--- config.mk ---
export PLATFORM = sky130hd
export DESIGN_NAME = matrix_multiply_4x4
export DESIGN_NICKNAME = d
export VERILOG_FILES = /design/src/hdl/mm4_pkg.sv /design/src/hdl/matrix_multiply_4x4.sv /design/src/hdl/mm4_ram.sv /design/src/hdl/mm4_front.sv /design/src/hdl/mm4_queue.sv /design/src/hdl/mm4_back.sv
export SDC_FILE = /design/constraint.sdc
export NUM_CORES = 2
export LEC_CHECK = 0
export BUFFER_PORTS_ARGS = -buffer_cell sky130_fd_sc_hd__buf_2
export CELL_PAD_IN_SITES_DETAIL_PLACEMENT = 2
export CELL_PAD_IN_SITES_GLOBAL_PLACEMENT = 2
export CORE_MARGIN = 10
export CORE_UTILIZATION = 40
export CTS_CLUSTER_SIZE = 24
export DETAILED_ROUTE_END_ITERATION = 8
export GPL_ROUTABILITY_DRIVEN = 0
export PLACE_DENSITY_LB_ADDON = 0.1
export SETUP_SLACK_MARGIN = 0.5
export SLEW_MARGIN = 20
export SYNTH_ARGS = -nofsm -noshare
export SYNTH_HDL_FRONTEND = slang
export SYNTH_SLANG_ARGS = --single-unit
--- constraint.sdc ---
create_clock -name clk -period 15.61 [get_ports clk]
set_clock_uncertainty 0.2 [all_clocks]
set_input_delay 1.561 -clock clk [delete_from_list [all_inputs] [get_ports clk]]
set_output_delay 1.561 -clock clk [all_outputs]
set_load 0.05 [all_outputs]
--- src/hdl/mm4_pkg.sv ---
package mm4_pkg;

  localparam int DIM_DEFAULT       = 4;
  localparam int FRAC_BITS_DEFAULT = 16;
  localparam int DATA_W            = 32;

  // A finished load of both matrices, named by the buffer bank that holds it.
  typedef struct packed {
    logic valid;
    logic bank;
  } job_t;

endpackage

--- src/hdl/matrix_multiply_4x4.sv ---
// Channel  Handshake             Payload
// in       in_valid / in_stall   element_value, restart
// out      out_valid / out_stall out_row, out_col, product_value, last
//
// One element is taken per cycle while in_stall is low; A and B fill one of two buffer banks.
// The back end issues one multiply-accumulate term per cycle while the output
// does not stall, DIM terms for each of the DIM*DIM elements of a product.
// Loading the next pair overlaps that work.
// Reset clears the load position, bank flags and queue; no clearing pass.
// A stall on the output freezes the back end; the input stalls only while
// the bank it would fill is still being read.
module matrix_multiply_4x4 #(
  parameter int DIM       = mm4_pkg::DIM_DEFAULT,
  parameter int FRAC_BITS = mm4_pkg::FRAC_BITS_DEFAULT
) (
  input  logic                        clk,
  input  logic                        rst,
  input  logic                        in_valid,
  output logic                        in_stall,
  input  logic [mm4_pkg::DATA_W-1:0]  element_value,
  input  logic                        restart,
  output logic                        out_valid,
  input  logic                        out_stall,
  output logic [$clog2(DIM)-1:0]      out_row,
  output logic [$clog2(DIM)-1:0]      out_col,
  output logic [mm4_pkg::DATA_W-1:0]  product_value,
  output logic                        last
);

  import mm4_pkg::*;

  localparam int CELLS  = DIM * DIM;
  localparam int ADDR_W = $clog2(2 * CELLS);
  localparam int IDX_W  = $clog2(DIM);

  job_t              push_job;
  job_t              release_job;
  job_t              head;
  logic              pop;
  logic              left_wr_en;
  logic              right_wr_en;
  logic [ADDR_W-1:0] wr_addr;
  logic [DATA_W-1:0] wr_data;
  logic              rd_en;
  logic [ADDR_W-1:0] left_rd_addr;
  logic [ADDR_W-1:0] right_rd_addr;
  logic [DATA_W-1:0] left_rd_data;
  logic [DATA_W-1:0] right_rd_data;

  mm4_front #(
    .DIM (DIM)
  ) u_front (
    .clk           (clk),
    .rst           (rst),
    .in_valid      (in_valid),
    .in_stall      (in_stall),
    .element_value (element_value),
    .restart       (restart),
    .release_job   (release_job),
    .push_job      (push_job),
    .left_wr_en    (left_wr_en),
    .right_wr_en   (right_wr_en),
    .wr_addr       (wr_addr),
    .wr_data       (wr_data)
  );

  mm4_ram #(
    .WIDTH (DATA_W),
    .DEPTH (2 * CELLS)
  ) u_left_ram (
    .clk     (clk),
    .wr_en   (left_wr_en),
    .wr_addr (wr_addr),
    .wr_data (wr_data),
    .rd_en   (rd_en),
    .rd_addr (left_rd_addr),
    .rd_data (left_rd_data)
  );

  mm4_ram #(
    .WIDTH (DATA_W),
    .DEPTH (2 * CELLS)
  ) u_right_ram (
    .clk     (clk),
    .wr_en   (right_wr_en),
    .wr_addr (wr_addr),
    .wr_data (wr_data),
    .rd_en   (rd_en),
    .rd_addr (right_rd_addr),
    .rd_data (right_rd_data)
  );

  mm4_queue u_queue (
    .clk      (clk),
    .rst      (rst),
    .push_job (push_job),
    .pop      (pop),
    .head     (head)
  );

  mm4_back #(
    .DIM       (DIM),
    .FRAC_BITS (FRAC_BITS)
  ) u_back (
    .clk           (clk),
    .rst           (rst),
    .head          (head),
    .pop           (pop),
    .release_job   (release_job),
    .rd_en         (rd_en),
    .left_rd_addr  (left_rd_addr),
    .right_rd_addr (right_rd_addr),
    .left_rd_data  (left_rd_data),
    .right_rd_data (right_rd_data),
    .out_valid     (out_valid),
    .out_stall     (out_stall),
    .out_row       (out_row),
    .out_col       (out_col),
    .product_value (product_value),
    .last          (last)
  );

  // A finished load must never land in the bank that is being multiplied.
  assert property (@(posedge clk) disable iff (rst)
    (push_job.valid && head.valid) |-> (push_job.bank != head.bank))
    else $error("load completed into a bank still in use");

  // The back end can only finish the job at the head of the queue.
  assert property (@(posedge clk) disable iff (rst)
    release_job.valid |-> head.valid)
    else $error("job released with an empty queue");

  // The final marker belongs to the bottom-right element alone.
  assert property (@(posedge clk) disable iff (rst)
    (out_valid && last) |-> (out_row == IDX_W'(DIM - 1)) && (out_col == IDX_W'(DIM - 1)))
    else $error("last marker on the wrong element");

  // An element is complete only after DIM terms, so results cannot come back to back
  // with a job start: after a result is taken, out_valid drops before another follows.
  assert property (@(posedge clk) disable iff (rst)
    (out_valid && !out_stall) |=> !out_valid)
    else $error("results delivered in consecutive cycles");

endmodule

--- src/hdl/mm4_ram.sv ---
module mm4_ram #(
  parameter int WIDTH = 32,
  parameter int DEPTH = 32
) (
  input  logic                     clk,
  input  logic                     wr_en,
  input  logic [$clog2(DEPTH)-1:0] wr_addr,
  input  logic [WIDTH-1:0]         wr_data,
  input  logic                     rd_en,
  input  logic [$clog2(DEPTH)-1:0] rd_addr,
  output logic [WIDTH-1:0]         rd_data
);

  logic [WIDTH-1:0] mem [DEPTH];

  always_ff @(posedge clk) begin
    if (wr_en) begin
      mem[wr_addr] <= wr_data;
    end
    if (rd_en) begin
      rd_data <= mem[rd_addr];
    end
  end

endmodule

--- src/hdl/mm4_front.sv ---
module mm4_front #(
  parameter int DIM = mm4_pkg::DIM_DEFAULT
) (
  input  logic                                  clk,
  input  logic                                  rst,
  input  logic                                  in_valid,
  output logic                                  in_stall,
  input  logic [mm4_pkg::DATA_W-1:0]            element_value,
  input  logic                                  restart,
  input  mm4_pkg::job_t                         release_job,
  output mm4_pkg::job_t                         push_job,
  output logic                                  left_wr_en,
  output logic                                  right_wr_en,
  output logic [$clog2(2*DIM*DIM)-1:0]          wr_addr,
  output logic [mm4_pkg::DATA_W-1:0]            wr_data
);

  import mm4_pkg::*;

  localparam int CELLS  = DIM * DIM;
  localparam int ADDR_W = $clog2(2 * CELLS);

  logic [ADDR_W-1:0] load_position;
  logic [ADDR_W-1:0] load_position_next;
  logic              bank;
  logic [1:0]        busy;
  logic [1:0]        busy_next;
  logic [ADDR_W-1:0] slot;
  logic [ADDR_W-1:0] bank_off;
  logic              take;
  logic              final_slot;

  // The bank being filled must not still be read by the back end.
  assign in_stall   = busy[bank];
  assign take       = in_valid && !in_stall;
  assign slot       = restart ? '0 : load_position;
  assign final_slot = (slot == ADDR_W'(2 * CELLS - 1));
  assign bank_off   = bank ? ADDR_W'(CELLS) : '0;

  always_comb begin
    left_wr_en  = take && (slot < ADDR_W'(CELLS));
    right_wr_en = take && (slot >= ADDR_W'(CELLS));
    wr_data     = element_value;
    if (slot < ADDR_W'(CELLS)) begin
      wr_addr = bank_off + slot;
    end else begin
      wr_addr = bank_off + slot - ADDR_W'(CELLS);
    end
    push_job.valid = take && final_slot;
    push_job.bank  = bank;

    load_position_next = load_position;
    if (take) begin
      load_position_next = final_slot ? '0 : slot + ADDR_W'(1);
    end

    busy_next = busy;
    if (release_job.valid) begin
      busy_next[release_job.bank] = 1'b0;
    end
    if (push_job.valid) begin
      busy_next[bank] = 1'b1;
    end
  end

  always_ff @(posedge clk) begin
    if (rst) begin
      load_position <= '0;
      bank          <= 1'b0;
      busy          <= '0;
    end else begin
      load_position <= load_position_next;
      busy          <= busy_next;
      if (push_job.valid) begin
        bank <= !bank;
      end
    end
  end

endmodule

--- src/hdl/mm4_queue.sv ---
module mm4_queue (
  input  logic          clk,
  input  logic          rst,
  input  mm4_pkg::job_t push_job,
  input  logic          pop,
  output mm4_pkg::job_t head
);

  import mm4_pkg::*;

  logic       entry [2];
  logic       rd_ptr;
  logic       wr_ptr;
  logic [1:0] count;
  logic [1:0] count_next;

  assign head.valid = (count != 2'd0);
  assign head.bank  = entry[rd_ptr];

  always_comb begin
    count_next = count;
    case ({push_job.valid, pop})
      2'b10:   count_next = count + 2'd1;
      2'b01:   count_next = count - 2'd1;
      default: count_next = count;
    endcase
  end

  always_ff @(posedge clk) begin
    if (push_job.valid) begin
      entry[wr_ptr] <= push_job.bank;
    end
  end

  always_ff @(posedge clk) begin
    if (rst) begin
      rd_ptr <= 1'b0;
      wr_ptr <= 1'b0;
      count  <= 2'd0;
    end else begin
      count <= count_next;
      if (push_job.valid) begin
        wr_ptr <= !wr_ptr;
      end
      if (pop) begin
        rd_ptr <= !rd_ptr;
      end
    end
  end

endmodule

--- src/hdl/mm4_back.sv ---
module mm4_back #(
  parameter int DIM       = mm4_pkg::DIM_DEFAULT,
  parameter int FRAC_BITS = mm4_pkg::FRAC_BITS_DEFAULT
) (
  input  logic                           clk,
  input  logic                           rst,
  input  mm4_pkg::job_t                  head,
  output logic                           pop,
  output mm4_pkg::job_t                  release_job,
  output logic                           rd_en,
  output logic [$clog2(2*DIM*DIM)-1:0]   left_rd_addr,
  output logic [$clog2(2*DIM*DIM)-1:0]   right_rd_addr,
  input  logic [mm4_pkg::DATA_W-1:0]     left_rd_data,
  input  logic [mm4_pkg::DATA_W-1:0]     right_rd_data,
  output logic                           out_valid,
  input  logic                           out_stall,
  output logic [$clog2(DIM)-1:0]         out_row,
  output logic [$clog2(DIM)-1:0]         out_col,
  output logic [mm4_pkg::DATA_W-1:0]     product_value,
  output logic                           last
);

  import mm4_pkg::*;

  localparam int CELLS  = DIM * DIM;
  localparam int ADDR_W = $clog2(2 * CELLS);
  localparam int IDX_W  = $clog2(DIM);
  localparam int PROD_W = 2 * DATA_W;

  localparam logic [IDX_W-1:0] IDX_MAX = IDX_W'(DIM - 1);

  logic              en;
  logic              issue;
  logic              final_term;
  logic [IDX_W-1:0]  row;
  logic [IDX_W-1:0]  col;
  logic [IDX_W-1:0]  term;
  logic [ADDR_W-1:0] bank_off;

  logic              s1_valid;
  logic              s1_first;
  logic              s1_end;
  logic              s1_last;
  logic [IDX_W-1:0]  s1_row;
  logic [IDX_W-1:0]  s1_col;

  logic              s2_valid;
  logic              s2_first;
  logic              s2_end;
  logic              s2_last;
  logic [IDX_W-1:0]  s2_row;
  logic [IDX_W-1:0]  s2_col;
  logic signed [PROD_W-1:0] s2_prod;

  logic [DATA_W-1:0]        acc;
  logic [DATA_W-1:0]        base;
  logic signed [PROD_W-1:0] shifted;
  logic [PROD_W:0]          sum;
  logic [DATA_W-1:0]        sat;

  // The whole pipeline freezes while a result waits at the output.
  assign en         = !out_valid || !out_stall;
  assign issue      = en && head.valid;
  assign final_term = (term == IDX_MAX) && (col == IDX_MAX) && (row == IDX_MAX);
  assign pop        = issue && final_term;
  assign release_job.valid = pop;
  assign release_job.bank  = head.bank;
  assign rd_en      = en;
  assign bank_off   = head.bank ? ADDR_W'(CELLS) : '0;

  assign left_rd_addr  = bank_off + ADDR_W'(row) * ADDR_W'(DIM) + ADDR_W'(term);
  assign right_rd_addr = bank_off + ADDR_W'(term) * ADDR_W'(DIM) + ADDR_W'(col);

  // Floor shift of the full product, then a saturating add onto the sum.
  always_comb begin
    base    = s2_first ? '0 : acc;
    shifted = s2_prod >>> FRAC_BITS;
    sum     = {{(DATA_W + 1){base[DATA_W-1]}}, base} + {shifted[PROD_W-1], shifted};
    if ((sum[PROD_W:DATA_W-1] == '0) || (sum[PROD_W:DATA_W-1] == '1)) begin
      sat = sum[DATA_W-1:0];
    end else if (sum[PROD_W]) begin
      sat = {1'b1, {(DATA_W - 1){1'b0}}};
    end else begin
      sat = {1'b0, {(DATA_W - 1){1'b1}}};
    end
  end

  always_ff @(posedge clk) begin
    if (rst) begin
      row      <= '0;
      col      <= '0;
      term     <= '0;
      s1_valid <= 1'b0;
      s2_valid <= 1'b0;
      out_valid <= 1'b0;
    end else if (en) begin
      if (issue) begin
        if (term == IDX_MAX) begin
          term <= '0;
          if (col == IDX_MAX) begin
            col <= '0;
            row <= (row == IDX_MAX) ? '0 : row + IDX_W'(1);
          end else begin
            col <= col + IDX_W'(1);
          end
        end else begin
          term <= term + IDX_W'(1);
        end
      end
      s1_valid  <= issue;
      s2_valid  <= s1_valid;
      out_valid <= s2_valid && s2_end;
    end
  end

  always_ff @(posedge clk) begin
    if (en) begin
      s1_first <= (term == '0);
      s1_end   <= (term == IDX_MAX);
      s1_last  <= (row == IDX_MAX) && (col == IDX_MAX);
      s1_row   <= row;
      s1_col   <= col;

      s2_first <= s1_first;
      s2_end   <= s1_end;
      s2_last  <= s1_last;
      s2_row   <= s1_row;
      s2_col   <= s1_col;
      s2_prod  <= $signed(left_rd_data) * $signed(right_rd_data);

      if (s2_valid) begin
        acc <= sat;
      end
      if (s2_valid && s2_end) begin
        product_value <= sat;
        out_row       <= s2_row;
        out_col       <= s2_col;
        last          <= s2_last;
      end
    end
  end

endmodule
After elaboration in Yosys (flattened, before gate mapping)
Memory sizes are Yosys's and may differ from the RTL's. A register that Yosys moved wholly into a read port is not among the register bits.
Cells that the tools add are included.
{"block": "totals", "regBits": 168, "ram_bits": 2050, "in_bits": 37, "out_inout_bits": 39, "mem_count": 3}
{"block": "op_classes", "n_addsub": 13, "multipliers": 1, "n_lt_le_gt_ge": 6, "n_eq_ne": 7, "mux": 28, "n_bitwise": 3, "reduce_logical": 29}
{"memory": "u_left_ram.mem", "depth": 32, "word_bits": 32, "rd": 1, "rd_ports_with_merged_regs": 1, "write_ports": 1, "line": "mm4_ram.sv:14", "source": "logic [WIDTH-1:0] mem [DEPTH];"}
{"memory": "u_right_ram.mem", "depth": 32, "word_bits": 32, "rd": 1, "rd_ports_with_merged_regs": 1, "write_ports": 1, "line": "mm4_ram.sv:14"}
{"memory": "u_queue.entry", "depth": 2, "word_bits": 1, "rd": 1, "rd_ports_with_merged_regs": 1, "write_ports": 1, "line": "mm4_queue.sv:11", "source": "logic entry [2];"}
{"cell": "$mux W32", "count": 3}
{"cell": "$mul A32 B32 Y64", "count": 1}
{"cell": "$add A32 B48 Y49", "count": 1}
{"cell": "$eq A34 B34 Y1 const B", "count": 1}
{"cell": "$logic_not A34 Y1", "count": 1}
{"cell": "$mux W5", "count": 5}
{"cell": "$logic_and A1 B1 Y1", "count": 12}
{"cell": "$mux W1", "count": 12}
{"cell": "$add A5 B2 Y5", "count": 2}
{"cell": "$add A5 B4 Y5", "count": 2}
{"cell": "$mux W2", "count": 5}
{"cell": "$add A2 B1 Y2 const B", "count": 4}
{"cell": "$eq A2 B2 Y1 const B", "count": 4}
{"cell": "$logic_not A1 Y1", "count": 6}
{"cell": "$reduce_and A2 Y1", "count": 3}
{"cell": "$add A5 B1 Y5 const B", "count": 1}
{"cell": "$add A5 B5 Y5", "count": 1}
{"cell": "$eq A5 B5 Y1 const B", "count": 1}
{"cell": "$ge A5 B5 Y1 const B", "count": 1}
{"cell": "$lt A5 B5 Y1 const B", "count": 1}
{"cell": "$sub A5 B5 Y5 const B", "count": 1}
{"cell": "$lt A1 B2 Y1 const B", "count": 2}
{"cell": "$pmux W2 S2", "count": 1}
{"cell": "$reduce_and A4 Y1", "count": 1}
{"cell": "other kinds (11)", "count": 15}

Logic depth before layout (Yosys ltp)
{"block": "depth", "ltp_word": 9, "mapped_depth": 28}

Cells and area by module
A second synthesis with hierarchy kept.
{"block": "unflattened", "cells_unflattened": 9124, "area_unflattened_um2": 125960.8}
{"mod": "mm4_back", "instances": 1, "cells_per_inst": 4495, "area_each_um2": 43375.4, "seq_area_each_um2": 4113.9}
{"mod": "mm4_ram at u_left_ram", "instances": 1, "cells_per_inst": 2260, "area_each_um2": 40811.6, "seq_area_each_um2": 31710.4}
{"mod": "mm4_ram at u_right_ram", "instances": 1, "cells_per_inst": 2260, "area_each_um2": 40805.4, "seq_area_each_um2": 31710.4}
{"mod": "mm4_front", "instances": 1, "cells_per_inst": 85, "area_each_um2": 698.2, "seq_area_each_um2": 160.2}
{"mod": "mm4_queue", "instances": 1, "cells_per_inst": 24, "area_each_um2": 270.3, "seq_area_each_um2": 160.2}

Worst setup path before layout
Ideal clock, no wire load.
{"block": "synth_timing", "kind": "reg2reg", "from": "reg u_right_ram.rd_data[2] (read register of u_right_ram.mem)", "to": "reg u_back.s2_prod[62] (data pin)", "setup_ns": 0.258, "arrival_ns": 7.759, "slack_ns": 7.393, "stages_incl_launch_ff": 27, "cell_sequence": "edfxtp_1 > clkbuf_1 > nand2_1 > inv_1 > fa_1 > fa_1 > fa_1 > inv_1 > fa_1 > inv_1 > fa_1 > inv_1 > fa_1 > fa_1 > fa_1 > inv_1 > ha_1 > a21o_1 > a21oi_1 > nor2b_1 > o21a_1 > o21a_1 > o21ai_0 > nand2b_1 > a221oi_1 > o21bai_1 > xnor2_1"}
{"block": "synth_via", "elab_chain_len": 1}
{"item": "start, declared", "line": "mm4_ram.sv:11", "source": "output logic [WIDTH-1:0] rd_data"}
{"item": "$mul A32 B32 Y64", "line": "mm4_back.sv:129", "source": "s2_prod <= $signed(left_rd_data) * $signed(right_rd_data);"}
{"item": "end signal, assigned", "line": "mm4_back.sv:129"}
{"item": "end, declared", "line": "mm4_back.sv:53", "source": "logic signed [PROD_W-1:0] s2_prod;"}
Every way passes these cells.
A chain may end at the register's enable or synchronous reset.

Worst setup path in the final report
{"block": "layout_timing", "from": "reg u_left_ram.rd_data[31] (read register of u_left_ram.mem)", "to": "reg u_back.s2_prod[62] (data pin)"}
{"block": "layout_via", "elab_chain_len": 1}
{"item": "start, declared", "line": "mm4_ram.sv:11"}
{"item": "$mul A32 B32 Y64", "line": "mm4_back.sv:129"}
Every way passes these cells.

==> results.py <==
metrics = {
    "logic_synthesis": {
        "synth_adder_area_share_pct": 19.9,
        "netlist_area_um2": 124000,
        "ys_seq_area_share_pct": 54.9,
        "ys_warn_count": 0,
        "yosys.area_share.simple_pct": 6.21,
        "synth.largest_area_cell": "edfxtp_1",
        "yosys_most_used_dff": "edfxtp_1",
        "ys_top_cells_by_count": "edfxtp_1 (2,245), fa_1 (1,082), inv_1 (979), nand2_1 (668), mux4_2 (640)",
        "synth_mux_area_share_pct": 12.0,
        "synth_edf_count": 2245,
        "syn-mean-instance-area_um2": 16.1,
        "synth_xor_area_share_pct": 0.758,
        "synth_top_area_share_pct": 54.5,
        "synth_area_leaders": "edfxtp_1 (55%), fa_1 (18%), mux4_2 (12%), inv_1 (3.0%), and2_1 (2.7%)",
        "yosysUniqueCellTypes": 76,
        "synth_most_common_cell": "edfxtp_1",
        "synthesis.nets": 9036,
        "synth_compound_gate_area_share_pct": 2.03,
        "ys_ff_latch": 2267,
        "synthCells": 7679,
        "synth_top_family_by_area": "adder cells",
        "synthArstFlopShare_pct": 0,
    },
    "cts": {
        "clk_pin_slew_ps": 60,
        "cts_resized": 0,
        "cts_root_buf": "clkbuf_16",
        "clk-insertion-delay-late_ps": 990,
        "cts-buffers-inserted": 243,
        "cts_tree": "yes",
        "holdBufCountCts": 0,
        "cts_setup_buffers": 0,
        "h-tree-depth": 4,
        "clock-sinks": 2267,
        "cts_buffer_depth": 4,
    },
    "outcome": {
        "outcome": "finished, final reports clean",
    },
    "floorplanning": {
        "die_area_um2": 332000,
        "placementRows": 204,
        "pin_count": 76,
        "start_util_pct": 40.1,
        "die_x_um": 576,
        "die_h_um": 576,
        "design.core.area_um2": 308000,
    },
    "detailed_routing": {
        "finalWirelength_um": 385000,
        "vias": 66900,
        "first_pass_iters": 6,
        "drt_iter0_drc": 5507,
        "drtAntennaViolNets": 0,
        "drc": 0,
        "vias_per_cell": 5.52,
        "wl_per_cell_um": 31.7,
    },
    "worst_setup_path": {
        "slowest_delay_ps": 620,
        "crit_fanout": 32,
        "crit_required_ps": 16130,
        "start_kind": "flop",
        "critPathKind": "reg2reg",
        "worstPathArrival_ps": 9780,
        "slowest_stage": "fa_1",
        "endpoint_kind": "flop",
        "cp_common_cell": "fa_1",
    },
    "sta": {
        "slew_viol_final": 0,
        "rsz0062_at_grt": "false",
        "report.final.hold_viol_count": 0,
        "max_slew_margin_pct": 29.7,
        "max_freq_mhz": 108,
        "period_share_pct": 59.3,
        "setup_viol": 0,
        "finalSetupTns_ps": 0,
        "worst_slew_pin_slew_ps": 1050,
        "fin_crit_ps": 9260,
    },
    "place": {
        "port_buffers": 75,
        "dpl.hpwl_um": 239000,
    },
    "final_layout": {
        "num-nets-final": 9163,
        "fillers": 29300,
        "syn2layout_area_growth_pct": 11.3,
        "drive_gt1_share_pct": 17.1,
    },
    "worst_hold_path": {
        "hold_path_class": "reg2reg",
    },
    "job": {
        "cap_violations": 0,
    },
    "global_routing": {
        "grt_pass1_wl_um": 565000,
        "overflow": 0,
        "grt_pass1_vias": 77200,
        "grt_max_degree": 131,
        "antenna_found_initial": 26,
        "grtUsageTotal_pct": 23.1,
    },
}
cells by family after synthesis:
family	Yosys count
AO/OA/AOI/OAI	391
XOR/XNOR	107
adder cells (fa/ha/maj)	1320
buffers and inverters	1366
flip-flops	2267
multiplexers	677
AND/OR/NAND/NOR	1551
worst max-delay path: cells and delay by family, from the launching register on:
kind	cells	cell delay, ps
buffers and inverters	8	1880
DFF	1	320
xor gates and xnor gates	1	140
AOI/OAI and AO/OA	7	1470
and+or+nand+nor	3	420
adders and majority gates	9	4510
cell type report:
cell class	instances	area (µm²)	area share, %
sequential	2267	67900	49.3
multi-input combinational	4046	51100	37.1
clock buffer	289	6270	4.56
tap	4120	5150	3.75
inverter	979	3670	2.67
timing repair buffer	269	1890	1.37
clock inverter	152	1610	1.17
antenna	6	15.0	0.0109
state kept, by name, summed over array words and instances, names as in the netlist, 2 cells and up, named ones only:
name                   count
u_back.out_row             2
u_back.row                 2
u_left_ram.mem          1024
u_back.s1_row              2
u_front.load_position      5
u_back.col                 2
u_back.s2_row              2
u_right_ram.mem         1024
u_back.acc                32
u_back.out_col             2
u_back.s2_prod            48
u_back.s1_col              2
u_right_ram.rd_data       32
u_back.s2_col              2
u_left_ram.rd_data        32
u_queue.entry              2
u_back.term                2
u_front.busy               2
u_back.product_value      32
u_queue.count              2
cell usage in the layout, fill, tap and decap left out, types with 61 or more instances in the layout:
cell type	n
mux4_2	640
buf_2	72
a21o_1	74
and2_1	523
nor2_4	61
edfxtp_1	2245
inv_1	977
nor2_1	97
fa_1	1082
clkbuf_16	244
a21oi_1	133
xnor2_1	69
buf_4	193
ha_1	238
nand2_1	666
stage by stage:
step	setup WS [ps]	util (%)	hold slack [ps]	instances	area, µm²
after global placement	6330	42.0	204	11700	130000
after floorplan	7390	-	200	7679	124000
after CTS	6190	44.6	227	12100	138000
after detailed placement	6220	42.0	208	11700	130000
final	6350	44.6	224	12100	138000
after global routing	5690	44.6	229	12100	138000
routing by layer:
metal	track usage (%)	routed length, µm	vias up
met4	4.43	7370	4
met3	2.65	17200	457
li1	-	-	27400
met1	32.3	168000	37200
met5	0	27	-
met2	39.4	192000	1787
final timing paths:
path	start	to	slack (ps)	cells past startpoint
setup reg to reg	u_left_ram.rd_data[31]$_DFFE_PN_	u_back.s2_prod[62]$_DFFE_PN_	6350	28
setup / recovery	u_left_ram.rd_data[31]$_DFFE_PN_	u_back.s2_prod[62]$_DFFE_PN_	6350	28
hold reg to reg	u_back.s2_col[1]$_DFFE_PN_	u_back.out_col[1]$_DFFE_PP_	220	0
hold / removal	u_back.s2_col[1]$_DFFE_PN_	u_back.out_col[1]$_DFFE_PP_	220	0
Power is left out: the tool's default activity adds up to more than one toggle a clock period on the data nets, which glitch-free logic cannot reach.
